**src/hdl/ledm_pkg.sv**
```systemverilog
// Shared types, constants and lookup tables for the LED matrix frame driver.
// No dependencies; used by led_matrix_digit_frame_driver.
package ledm_pkg;

  localparam int unsigned PIXEL_COUNT = 25;
  localparam int unsigned IDX_W       = $clog2(PIXEL_COUNT);
  localparam logic [7:0]  GLYPH_BLUE  = 8'd200;

  typedef enum logic [1:0] {
    OP_SET     = 2'd0,
    OP_CLEAR   = 2'd1,
    OP_DIGIT   = 2'd2,
    OP_REFRESH = 2'd3
  } op_t;

  typedef struct packed {
    logic [2:0] row;
    logic [2:0] col;
  } pos_t;

  // Glyph rows for digits 0 to 9; bit 4 is column 0.
  localparam logic [4:0] GLYPH [10][5] = '{
    '{5'h1F, 5'h11, 5'h11, 5'h11, 5'h1F},
    '{5'h0C, 5'h04, 5'h04, 5'h04, 5'h0E},
    '{5'h1F, 5'h01, 5'h1F, 5'h10, 5'h1F},
    '{5'h1F, 5'h01, 5'h1F, 5'h01, 5'h1F},
    '{5'h11, 5'h11, 5'h1F, 5'h01, 5'h01},
    '{5'h1F, 5'h10, 5'h1F, 5'h01, 5'h1F},
    '{5'h1F, 5'h10, 5'h1F, 5'h11, 5'h1F},
    '{5'h1F, 5'h01, 5'h02, 5'h04, 5'h08},
    '{5'h1F, 5'h11, 5'h1F, 5'h11, 5'h1F},
    '{5'h1F, 5'h11, 5'h1F, 5'h01, 5'h1F}
  };

  // Row and column of each pixel along the serpentine chain.
  function automatic pos_t pixel_pos(logic [IDX_W-1:0] p);
    pos_t pos;
    case (p)
      5'd0:  pos = '{3'd4, 3'd4};  5'd1:  pos = '{3'd4, 3'd3};
      5'd2:  pos = '{3'd4, 3'd2};  5'd3:  pos = '{3'd4, 3'd1};
      5'd4:  pos = '{3'd4, 3'd0};  5'd5:  pos = '{3'd3, 3'd0};
      5'd6:  pos = '{3'd3, 3'd1};  5'd7:  pos = '{3'd3, 3'd2};
      5'd8:  pos = '{3'd3, 3'd3};  5'd9:  pos = '{3'd3, 3'd4};
      5'd10: pos = '{3'd2, 3'd4};  5'd11: pos = '{3'd2, 3'd3};
      5'd12: pos = '{3'd2, 3'd2};  5'd13: pos = '{3'd2, 3'd1};
      5'd14: pos = '{3'd2, 3'd0};  5'd15: pos = '{3'd1, 3'd0};
      5'd16: pos = '{3'd1, 3'd1};  5'd17: pos = '{3'd1, 3'd2};
      5'd18: pos = '{3'd1, 3'd3};  5'd19: pos = '{3'd1, 3'd4};
      5'd20: pos = '{3'd0, 3'd4};  5'd21: pos = '{3'd0, 3'd3};
      5'd22: pos = '{3'd0, 3'd2};  5'd23: pos = '{3'd0, 3'd1};
      5'd24: pos = '{3'd0, 3'd0};
      default: pos = '{3'd0, 3'd0};
    endcase
    return pos;
  endfunction

  // True when pixel p is lit in the glyph of digit d (d must be 0 to 9).
  function automatic logic glyph_lit(logic [3:0] d, logic [IDX_W-1:0] p);
    pos_t       pos;
    logic [4:0] bits;
    pos  = pixel_pos(p);
    bits = GLYPH[d][pos.row];
    return bits[3'd4 - pos.col];
  endfunction

endpackage

```
**src/hdl/ledm_scaler.sv**
```systemverilog
// Shared 8x8 multiplier with a divide-by-255 fold on the registered product.
// Uses no package; instantiated by led_matrix_digit_frame_driver.
module ledm_scaler (
  input  logic       clk,
  input  logic [7:0] level_i,
  input  logic [7:0] factor_i,
  output logic [7:0] quot_o
);

  logic [15:0] prod_r;
  logic [16:0] fold;

  always_ff @(posedge clk) begin
    prod_r <= level_i * factor_i;
  end

  // floor(x/255) for any product x of two 8-bit values is (x + (x >> 8) + 1) >> 8.
  assign fold   = {1'b0, prod_r} + {9'd0, prod_r[15:8]} + 17'd1;
  assign quot_o = fold[15:8];

endmodule

```
**src/hdl/led_matrix_digit_frame_driver.sv**
```systemverilog
// Top level of the 5x5 LED matrix frame driver: frame store, sequencer and output register.
// Depends on ledm_pkg and ledm_scaler.
//
// A set-pixel word is taken while the sequencer is idle, then runs four steps through the single
// shared multiplier and its divide-by-255 fold. Red, green and blue pass through that
// pipeline one behind another, and the last step writes the pixel. A set-pixel word with an
// index above 24 is dropped when it is taken. Clear and refresh emit 25 pixel words, and
// show-digit emits 50 (25 when the digit is above 9). The output register sends one pixel
// word per cycle while out_ready is high. The input is accepted only while the sequencer is
// idle.
module led_matrix_digit_frame_driver (
  input  logic       clk,
  input  logic       rst_n,
  input  logic       in_valid,
  output logic       in_ready,
  input  logic [1:0] in_op,
  input  logic [4:0] in_pixel_index,
  input  logic [7:0] in_red_in,
  input  logic [7:0] in_green_in,
  input  logic [7:0] in_blue_in,
  input  logic [7:0] in_brightness,
  input  logic [3:0] in_digit,
  output logic       out_valid,
  input  logic       out_ready,
  output logic [7:0] out_green_out,
  output logic [7:0] out_red_out,
  output logic [7:0] out_blue_out,
  output logic       out_frame_last
);

  localparam int unsigned N = ledm_pkg::PIXEL_COUNT;
  localparam int unsigned W = ledm_pkg::IDX_W;

  typedef enum logic [1:0] {
    S_IDLE,
    S_SCALE,
    S_EMIT_STORE,
    S_EMIT_GLYPH
  } state_t;

  state_t         state_r, state_nxt;
  logic [W-1:0]   pix_r, pix_nxt;
  logic [W-1:0]   idx_r, idx_nxt;
  logic [1:0]     step_r, step_nxt;
  logic [7:0]     red_r, red_nxt, green_r, green_nxt, blue_r, blue_nxt;
  logic [7:0]     bright_r, bright_nxt;
  logic [3:0]     digit_r, digit_nxt;
  logic           pend_r, pend_nxt;
  logic [7:0]     red_q_r, red_q_nxt, green_q_r, green_q_nxt;
  logic [N-1:0]   valid_r, valid_nxt;
  logic           out_valid_r, out_valid_nxt;
  logic [7:0]     out_green_r, out_green_nxt, out_red_r, out_red_nxt;
  logic [7:0]     out_blue_r, out_blue_nxt;
  logic           out_last_r, out_last_nxt;

  logic [23:0]    store_r [N];
  logic           store_we;
  logic [W-1:0]   store_addr;
  logic [23:0]    store_wdata;

  logic [7:0]     scale_level;
  logic [7:0]     scale_quot;
  logic           can_load;
  logic           last_pix;
  logic           lit;
  logic [23:0]    pix_color;

  ledm_scaler u_scaler (
    .clk      (clk),
    .level_i  (scale_level),
    .factor_i (bright_r),
    .quot_o   (scale_quot)
  );

  always_comb begin
    case (step_r)
      2'd0:    scale_level = red_r;
      2'd1:    scale_level = green_r;
      default: scale_level = blue_r;
    endcase
  end

  assign can_load = !out_valid_r || out_ready;
  assign last_pix = (pix_r == W'(N - 1));
  assign lit      = ledm_pkg::glyph_lit(digit_r, pix_r);

  always_comb begin
    if (state_r == S_EMIT_GLYPH) begin
      pix_color = lit ? {16'd0, ledm_pkg::GLYPH_BLUE} : 24'd0;
    end else begin
      pix_color = valid_r[pix_r] ? store_r[pix_r] : 24'd0;
    end
  end

  always_comb begin
    state_nxt     = state_r;
    pix_nxt       = pix_r;
    idx_nxt       = idx_r;
    step_nxt      = step_r;
    red_nxt       = red_r;
    green_nxt     = green_r;
    blue_nxt      = blue_r;
    bright_nxt    = bright_r;
    digit_nxt     = digit_r;
    pend_nxt      = pend_r;
    red_q_nxt     = red_q_r;
    green_q_nxt   = green_q_r;
    valid_nxt     = valid_r;
    out_valid_nxt = out_valid_r;
    out_green_nxt = out_green_r;
    out_red_nxt   = out_red_r;
    out_blue_nxt  = out_blue_r;
    out_last_nxt  = out_last_r;
    store_we      = 1'b0;
    store_addr    = pix_r;
    store_wdata   = {16'd0, ledm_pkg::GLYPH_BLUE};

    if (out_valid_r && out_ready) begin
      out_valid_nxt = 1'b0;
    end

    case (state_r)
      S_IDLE: begin
        if (in_valid) begin
          idx_nxt    = in_pixel_index;
          red_nxt    = in_red_in;
          green_nxt  = in_green_in;
          blue_nxt   = in_blue_in;
          bright_nxt = in_brightness;
          digit_nxt  = in_digit;
          pix_nxt    = '0;
          step_nxt   = '0;
          pend_nxt   = 1'b0;
          case (ledm_pkg::op_t'(in_op))
            ledm_pkg::OP_SET: begin
              if (in_pixel_index < W'(N)) begin
                state_nxt = S_SCALE;
              end
            end
            ledm_pkg::OP_CLEAR: begin
              valid_nxt = '0;
              state_nxt = S_EMIT_STORE;
            end
            ledm_pkg::OP_DIGIT: begin
              valid_nxt = '0;
              pend_nxt  = (in_digit <= 4'd9);
              state_nxt = S_EMIT_STORE;
            end
            default: begin
              state_nxt = S_EMIT_STORE;
            end
          endcase
        end
      end
      S_SCALE: begin
        step_nxt = step_r + 2'd1;
        case (step_r)
          2'd1: red_q_nxt   = scale_quot;
          2'd2: green_q_nxt = scale_quot;
          2'd3: begin
            store_we          = 1'b1;
            store_addr        = idx_r;
            store_wdata       = {red_q_r, green_q_r, scale_quot};
            valid_nxt[idx_r]  = 1'b1;
            state_nxt         = S_IDLE;
          end
          default: ;
        endcase
      end
      S_EMIT_STORE, S_EMIT_GLYPH: begin
        if (can_load) begin
          out_valid_nxt = 1'b1;
          out_red_nxt   = pix_color[23:16];
          out_green_nxt = pix_color[15:8];
          out_blue_nxt  = pix_color[7:0];
          out_last_nxt  = last_pix;
          if (state_r == S_EMIT_GLYPH) begin
            store_we         = 1'b1;
            valid_nxt[pix_r] = lit;
          end
          if (last_pix) begin
            pix_nxt   = '0;
            state_nxt = (state_r == S_EMIT_STORE && pend_r) ? S_EMIT_GLYPH : S_IDLE;
          end else begin
            pix_nxt = pix_r + W'(1);
          end
        end
      end
      default: state_nxt = S_IDLE;
    endcase
  end

  always_ff @(posedge clk) begin
    if (!rst_n) begin
      state_r     <= S_IDLE;
      pix_r       <= '0;
      step_r      <= '0;
      pend_r      <= 1'b0;
      valid_r     <= '0;
      out_valid_r <= 1'b0;
    end else begin
      state_r     <= state_nxt;
      pix_r       <= pix_nxt;
      step_r      <= step_nxt;
      pend_r      <= pend_nxt;
      valid_r     <= valid_nxt;
      out_valid_r <= out_valid_nxt;
    end
    idx_r       <= idx_nxt;
    red_r       <= red_nxt;
    green_r     <= green_nxt;
    blue_r      <= blue_nxt;
    bright_r    <= bright_nxt;
    digit_r     <= digit_nxt;
    red_q_r     <= red_q_nxt;
    green_q_r   <= green_q_nxt;
    out_green_r <= out_green_nxt;
    out_red_r   <= out_red_nxt;
    out_blue_r  <= out_blue_nxt;
    out_last_r  <= out_last_nxt;
  end

  always_ff @(posedge clk) begin
    if (store_we) begin
      store_r[store_addr] <= store_wdata;
    end
  end

  assign in_ready       = (state_r == S_IDLE);
  assign out_valid      = out_valid_r;
  assign out_green_out  = out_green_r;
  assign out_red_out    = out_red_r;
  assign out_blue_out   = out_blue_r;
  assign out_frame_last = out_last_r;

  a_pix_range: assert property (@(posedge clk) disable iff (!rst_n)
    pix_r < W'(N))
    else $error("pixel counter out of range");

  a_clear_blanks: assert property (@(posedge clk) disable iff (!rst_n)
    in_valid && in_ready && (in_op == ledm_pkg::OP_CLEAR || in_op == ledm_pkg::OP_DIGIT)
    |=> valid_r == '0)
    else $error("clear did not blank the frame store");

  a_glyph_after_blank: assert property (@(posedge clk) disable iff (!rst_n)
    $rose(state_r == S_EMIT_GLYPH) |-> $past(state_r) == S_EMIT_STORE && $past(pend_r))
    else $error("glyph frame not preceded by the blank frame");

  a_last_at_end: assert property (@(posedge clk) disable iff (!rst_n)
    (state_r == S_EMIT_STORE || state_r == S_EMIT_GLYPH) && can_load && last_pix
    |=> out_valid_r && out_last_r)
    else $error("last pixel word not flagged");

endmodule
```
**config.mk**
```make
export PLATFORM = sky130hd
export DESIGN_NAME = led_matrix_digit_frame_driver
export DESIGN_NICKNAME = d
export VERILOG_FILES = /design/src/hdl/ledm_pkg.sv /design/src/hdl/ledm_scaler.sv /design/src/hdl/led_matrix_digit_frame_driver.sv
export SDC_FILE = /design/constraint.sdc
export NUM_CORES = 1
export LEC_CHECK = 0
export CORE_MARGIN = 1.5
export CORE_UTILIZATION = 39
export CTS_BUF_LIST = sky130_fd_sc_hd__clkbuf_8 sky130_fd_sc_hd__clkbuf_16
export DETAILED_ROUTE_END_ITERATION = 12
export DONT_BUFFER_PORTS = 1
export PLACE_DENSITY = 0.5
export SLEW_MARGIN = 20
export SYNTH_ARGS = -nofsm -noshare
export SYNTH_HDL_FRONTEND = slang
export SYNTH_HIERARCHICAL = 1
export SYNTH_SLANG_ARGS = --single-unit
export TNS_END_PERCENT = 30
```
**constraint.sdc**
```tcl
create_clock -name clk -period 14.2 [get_ports clk]
set_input_delay 1.42 -clock clk [delete_from_list [all_inputs] [get_ports clk]]
set_output_delay 1.42 -clock clk [all_outputs]
set_load 0.02 [all_outputs]
```
; Word level (Yosys, flattened, before mapping)
; Memories as Yosys holds them, arrays and structs flattened. A register that Yosys moved wholly into a read port is not among the register bits.
; Index checks and enable logic that the tools add are counted.
[word_totals]
ff_bits = 134
mem_bits_rw = 600
rom_bits = 592
out_inout_bits = 27
memories = 3
[op_classes]
addsub = 5
mul = 1
n_lt_le_gt_ge = 9
eq_ne = 16
muxes = 56
bitwise = 3
reduce_logical = 21
[mem_list]
columns = memory, words, word_bits, rd, rd_clocked_by_memory_dff, wr, line
row1 = store_r, 25, 24, 1, 1, 1, led_matrix_digit_frame_driver.sv:56  ; logic [23:0] store_r [N];
row2 = (no name shown), 16, 25, 1, 0, 0, ledm_pkg.sv:62  ; bits = GLYPH[d][pos.row];
row3 = (no name shown), 32, 6, 1, 1, 0, ledm_pkg.sv:38  ; case (p)
[ops]
columns = op, count
row1 = 25-bit two-way mux, 7
row2 = 24-bit two-way mux, 4
row3 = 25-bit one-hot mux with 3 select lines, 1
row4 = 5-bit two-way mux, 11
row5 = 25-bit bitwise mux, 1
row6 = 25-bit OR, 1
row7 = "16-bit by 1-bit adder with 16-bit output, second input constant", 1
row8 = 16-bit by 8-bit adder with 16-bit output, 1
row9 = 8-bit by 8-bit multiplier with 16-bit output, 1
row10 = 2-bit two-way mux, 8
row11 = 8-bit one-hot mux with 2 select lines, 1
row12 = 5-bit binary-select mux with 3-bit select, 1
row13 = 1-bit two-way mux, 13
row14 = "5-bit by 6-bit < comparator with 1-bit output, second input constant", 2
row15 = "2-bit != test, second input constant", 6
row16 = 1-bit demux with 5-bit select, 2
row17 = "2-bit == test, second input constant", 5
row18 = "5-bit by 1-bit greater-or-equal comparator with 1-bit output, second input constant", 2
row19 = 5-bit one-hot mux with 2 select lines, 1
row20 = 2-bit AND reduction, 5
row21 = 5-bit AND reduction, 2
row22 = 8-bit two-way mux, 1
row23 = "2-bit by 1-bit == test with 1-bit output, second input constant", 3
row24 = 2-bit logical NOT, 3
row25 = 23 further kinds, 28

; Longest topological paths before layout
[logic_depth]
word_depth = 13
mapped_depth = 21
ltp_nobuf = 20

; By module
; Netlist, hierarchy kept.
[by_module_without_submodules]
columns = mod, instances, cells_per_inst, area_per_inst_um2, seq_area_each_um2
row1 = led_matrix_digit_frame_driver, 1, 1742, 29834.9, 21420.5
row2 = ledm_scaler, 1, 314, 2827.7, 320.3

; Worst setup path before layout
; Ideal clock, no wire load.
[synth_timing]
path_type = flip-flop to flip-flop
startpoint = register step_r[0]
endpoint = register u_scaler.prod_r[13]
setup_time_ps = 62
t_arrival_ps = 4804
slack_ps = 9334
path_stages_with_launch = 21
path_buffers = 1
period_less_slack_ps = 4866
cell_sequence = dfxtp_1 > inv_1 > ha_1 > clkbuf_1 > nor2_1 > nand2_1 > nand2_1 > nand2_1 > fa_1 > fa_1 > inv_1 > fa_1 > inv_1 > fa_1 > inv_1 > ha_1 > and2_1 > o21ai_2 > a31oi_2 > or4_1 > nand3_1
[synth_via]
elab_chain_len = 3
[synth_rtl]
columns = element, line
row1 = from (decl), led_matrix_digit_frame_driver.sv:44  ; logic [1:0] step_r, step_nxt;
row2 = from (signal assigned), led_matrix_digit_frame_driver.sv:204  ; step_r <= step_nxt;
row3 = 2-bit by 1-bit == test with 1-bit output / 2-bit logical NOT (equally long branches), led_matrix_digit_frame_driver.sv:76  ; case (step_r)
row4 = 8-bit one-hot mux with 2 select lines (*), led_matrix_digit_frame_driver.sv:76
row5 = net scale_level[5], led_matrix_digit_frame_driver.sv:61  ; logic [7:0] scale_level;
row6 = 8-bit by 8-bit multiplier with 16-bit output (*), ledm_scaler.sv:14  ; prod_r <= level_i * factor_i;
row7 = to (signal assigned), ledm_scaler.sv:14
row8 = to (decl), ledm_scaler.sv:10  ; logic [15:0] prod_r;
; Mark *: on every way through the listed nets, which the timed path passes. The rest lies on a longest branch.
; A chain may end at the register's enable or synchronous reset.

; Worst setup path in the final report
; Same ends and word-level chain as after synthesis.

==> summary.md <==
| Metric | Value |
|---|---|
| Register area share after synthesis | 0.666 |
| Post-CTS sizing | 0 |
| CP max FO | 9 |
| Final Critical Period | about 5.3 ns |
| Worst hold start | pend_r |
| Comb power frac | 0.158 |
| Peak VDD IR | 0.000109 V |
| Synth Register Bits | between 700 and 800 |
| Largest net degree at the start of global routing | 65 |
| Top cell type's share of synthesized area | 0.627 |
| Top-count cell post-synth | edfxtp_1 |
| # setup viols final | 0 |
| Cell taking the most area after synthesis | edfxtp_1 |
| Critical Path RT | 14.77 ns |
| GR met2 Demand/Resource | 0.317 |
| Syn nets | 2204 |
| Grt ovf | 0 |
| Clk root buf | clkbuf_16 |
| Clock network power share | 0.380 |
| Met1 global-route usage | 0.260 |
| Vias per cell | 5.58 |
| First-pass GRT wire length | 120 mm |
| Cell Int Power | 3.96 mW |
| Vias in the first global route | 18800 |
| Deepest clock path buffer count | 3 |
| Post-synth top flop | edfxtp_1 |
| Latest clock arrival within the worst-skew pair | 0.64 ns |
| Tcrit/Tclk final | 0.377 |
| Postcts setup bufs | 0 |
| Detail Placement HPWL | 44.3 mm |
| Top cells by area, synth | edfxtp_1 63%, mux4_2 10%, dfxtp_1 3.9% |
| Min-delay worst type | reg2reg |
| CP endpoint kind | flop |
| Area grow syn2layout | 12.4% |
| CTS tree | yes |
| H-tree Lvls | 3 |
| DR iter-0 viols | 1443 |
| Drt pass-1 iters | 5 |
| Hold Violations, Final | 0 |
| Setup CP Type | reg2reg |
| CTS buffer count | 82 |
| Initial antenna violation count | 1 |
| Filler Cells Inserted | 7209 |
| Synth Cell Area | 32700 sq um |
| Status | finished, final reports clean |
| Post-Route WL | 81.0 mm |
| Sw power | 1.45 mW |
| Synth unique cells | 77 |
| IO Port Bufs | 0 |
| Setup TNS | 0 ns |
| Unrepaired setup endpoints after global routing | false |
| Slew margin rel. | 0.242 |
| Async SR Flop Fraction | 0 |
| Worst-Margin Slew | 1.14 ns |
| Crit path from | step_r[0] |
| Startpoint types | flop |
| Ant. Diodes | 0 |
| R2r setup slk | just under 9 ns |
| Initial Util | 0.396 |
| Skew final | 0.0290 ns |
| P_leak | 11.1 nW |
| DRT antenna net count | 0 |
| Share of cells above drive strength 1 | 0.177 |
| GRT busiest layer | met2 |
| Die width | a little under 300 um |
| Gr usage total | 0.190 |
| Placer Congestion | approximately 0.8 |
| Core box area | 82500 sq um |
| Number of I/O pins | 74 |
| Wire per inst | between 20 and 30 um |
| Row count | 105 |
| Worst r2r src | step_r[0] |
| Slew Limit Fails | 0 |
| Post-Syn Instances | about 2100 |
| Synth cell count leaders | 682 x edfxtp_1, 157 x nand2_1, 146 x mux4_2, 94 x a21oi_1, 86 x nor2_1 |
| Chip height | 292 um |
| Flop pwr share | 0.463 |
| Yosys warns | 6 |
| Max Freq | 187 MHz |
| Via count | 18000 |
| PwrDens | 147 nW/um^2 |
| Met3 Use GR | 0.0294 |
| DRC viols | 0 |
| Avg Inst Size Synth | 15.9 sq um |
| Layout Utilization | 0.445 |
| CTS Hold Bufs | 0 |
| Arrival time at the worst endpoint | 5.92 ns |
| Die area | 85500 sq um |
| Number of max-cap violations | 0 |
| Sw Ratio | 0.269 |
| Final nets | 2224 |
| Clock transition at path regs | 0.06 ns |
| Clock sink count | 745 |
| Post-synth EDFFs | just under 700 |
worst max-delay path, cell delays in order, from the launching register on:
cell     delay, ns
dfxtp_1       0.38
inv_1         0.10
ha_1          0.32
nor2_1        0.43
nand2_1       0.11
nand2_1       0.23
nand2_1       0.13
fa_1          0.53
fa_1          0.56
inv_1         0.05
fa_1          0.47
inv_1         0.05
fa_1          0.47
inv_1         0.04
ha_1          0.34
and2_1        0.20
o21ai_2       0.16
a31oi_2       0.15
or4_1         0.48
nand3_1       0.09
registers in the layout (all words and copies together) (netlist names), 2 cells and up, named ones only:
name,flops
store_r,600
valid_r,25
u_scaler/prod_r,16
blue_r,8
bright_r,8
green_q_r,8
green_r,8
out_blue_out,8
out_green_out,8
out_red_out,8
red_q_r,8
red_r,8
idx_r,5
pix_r,5
digit_r,4
state_r,2
step_r,2
area by class of cell:
type,count,area (sq um),share of cell area
Multi-Input combinational cell,1113,10300,0.280
Clock inverter,66,509,0.0139
Timing Repair Buffer,49,368,0.0100
Sequential cell,745,21800,0.593
Inverter,85,319,0.00869
Tap cell,1070,1340,0.0365
Clock buffer,86,2120,0.0577
routing by layer:
metal | routed length, um | share of wire
met5 | 0 | 0
met4 | 1760 | 0.022
met3 | 3450 | 0.043
met2 | 39600 | 0.49
met1 | 36200 | 0.45
cell usage in the layout (no fill, tap or decap), types with 17 or more instances in the layout:
cell type,synthesis,final
edfxtp_1,682,682
nor2_4,0,25
a21oi_1,94,94
clkinv_2,0,17
ha_1,65,65
fa_1,36,36
buf_4,6,49
o21ai_0,42,42
clkinv_1,1,19
mux4_2,146,146
nor2_1,86,61
a21o_1,27,27
dfxtp_1,63,58
nor2b_1,29,28
mux2i_1,55,55
and3_1,26,26
and2_1,57,57
nor3_1,41,41
a211oi_1,44,44
nand3_1,18,18
inv_1,83,99
nand2_1,157,157
o221ai_1,26,26
clkbuf_16,0,83
metrics by stage:
stage / hold slack [ns] / cell area [sq um] / setup WS, ns / instances / total power [mW]
CTS: 0.482 / 36700 / 8.86 / 3214 / 5.47
global route: 0.498 / 36700 / 8.59 / 3214 / 5.66
detailed placement: 0.469 / 34100 / 8.88 / 3062 / 3.41
floorplan: 0.440 / 32700 / 9.33 / 2056 / 3.20
global placement: 0.454 / 34100 / 9.05 / 3062 / 3.40
finish: 0.480 / 36700 / 8.85 / 3214 / 5.41
logic make-up (layout without fill, tap and decap cells):
logic type | Yosys count | after routing | share of synthesized area
XOR/XNOR | 19 | 19 | 0.00509
multiplexers | 210 | 210 | 0.121
buffers and inverters | 198 | 286 | 0.0254
AND/OR/NAND/NOR | 468 | 468 | 0.0706
AO/OA/AOI/OAI | 315 | 315 | 0.0657
flip-flops | 745 | 745 | 0.666
adder cells (fa/ha/maj) | 101 | 101 | 0.0470
final timing paths:
| path | endpoint | cells past startpoint |
|---|---|---|
| hold / removal | pend_r | 2 |
| setup reg to reg | u_scaler/prod_r[13] | 19 |
| hold reg to reg | pend_r | 2 |
| setup / recovery | u_scaler/prod_r[13] | 19 |
power groups by stage:
stage | Clock [mW] | Combinational (mW) | Sequential [mW]
final | 2.05 | 0.853 | 2.50
after global routing | 2.19 | 0.963 | 2.51
after CTS | 2.11 | 0.861 | 2.51
after detailed placement | 0 | 0.854 | 2.55
after global placement | 0 | 0.844 | 2.55
after floorplan | 0 | 0.683 | 2.52
Power figures use the tool's default switching activity.
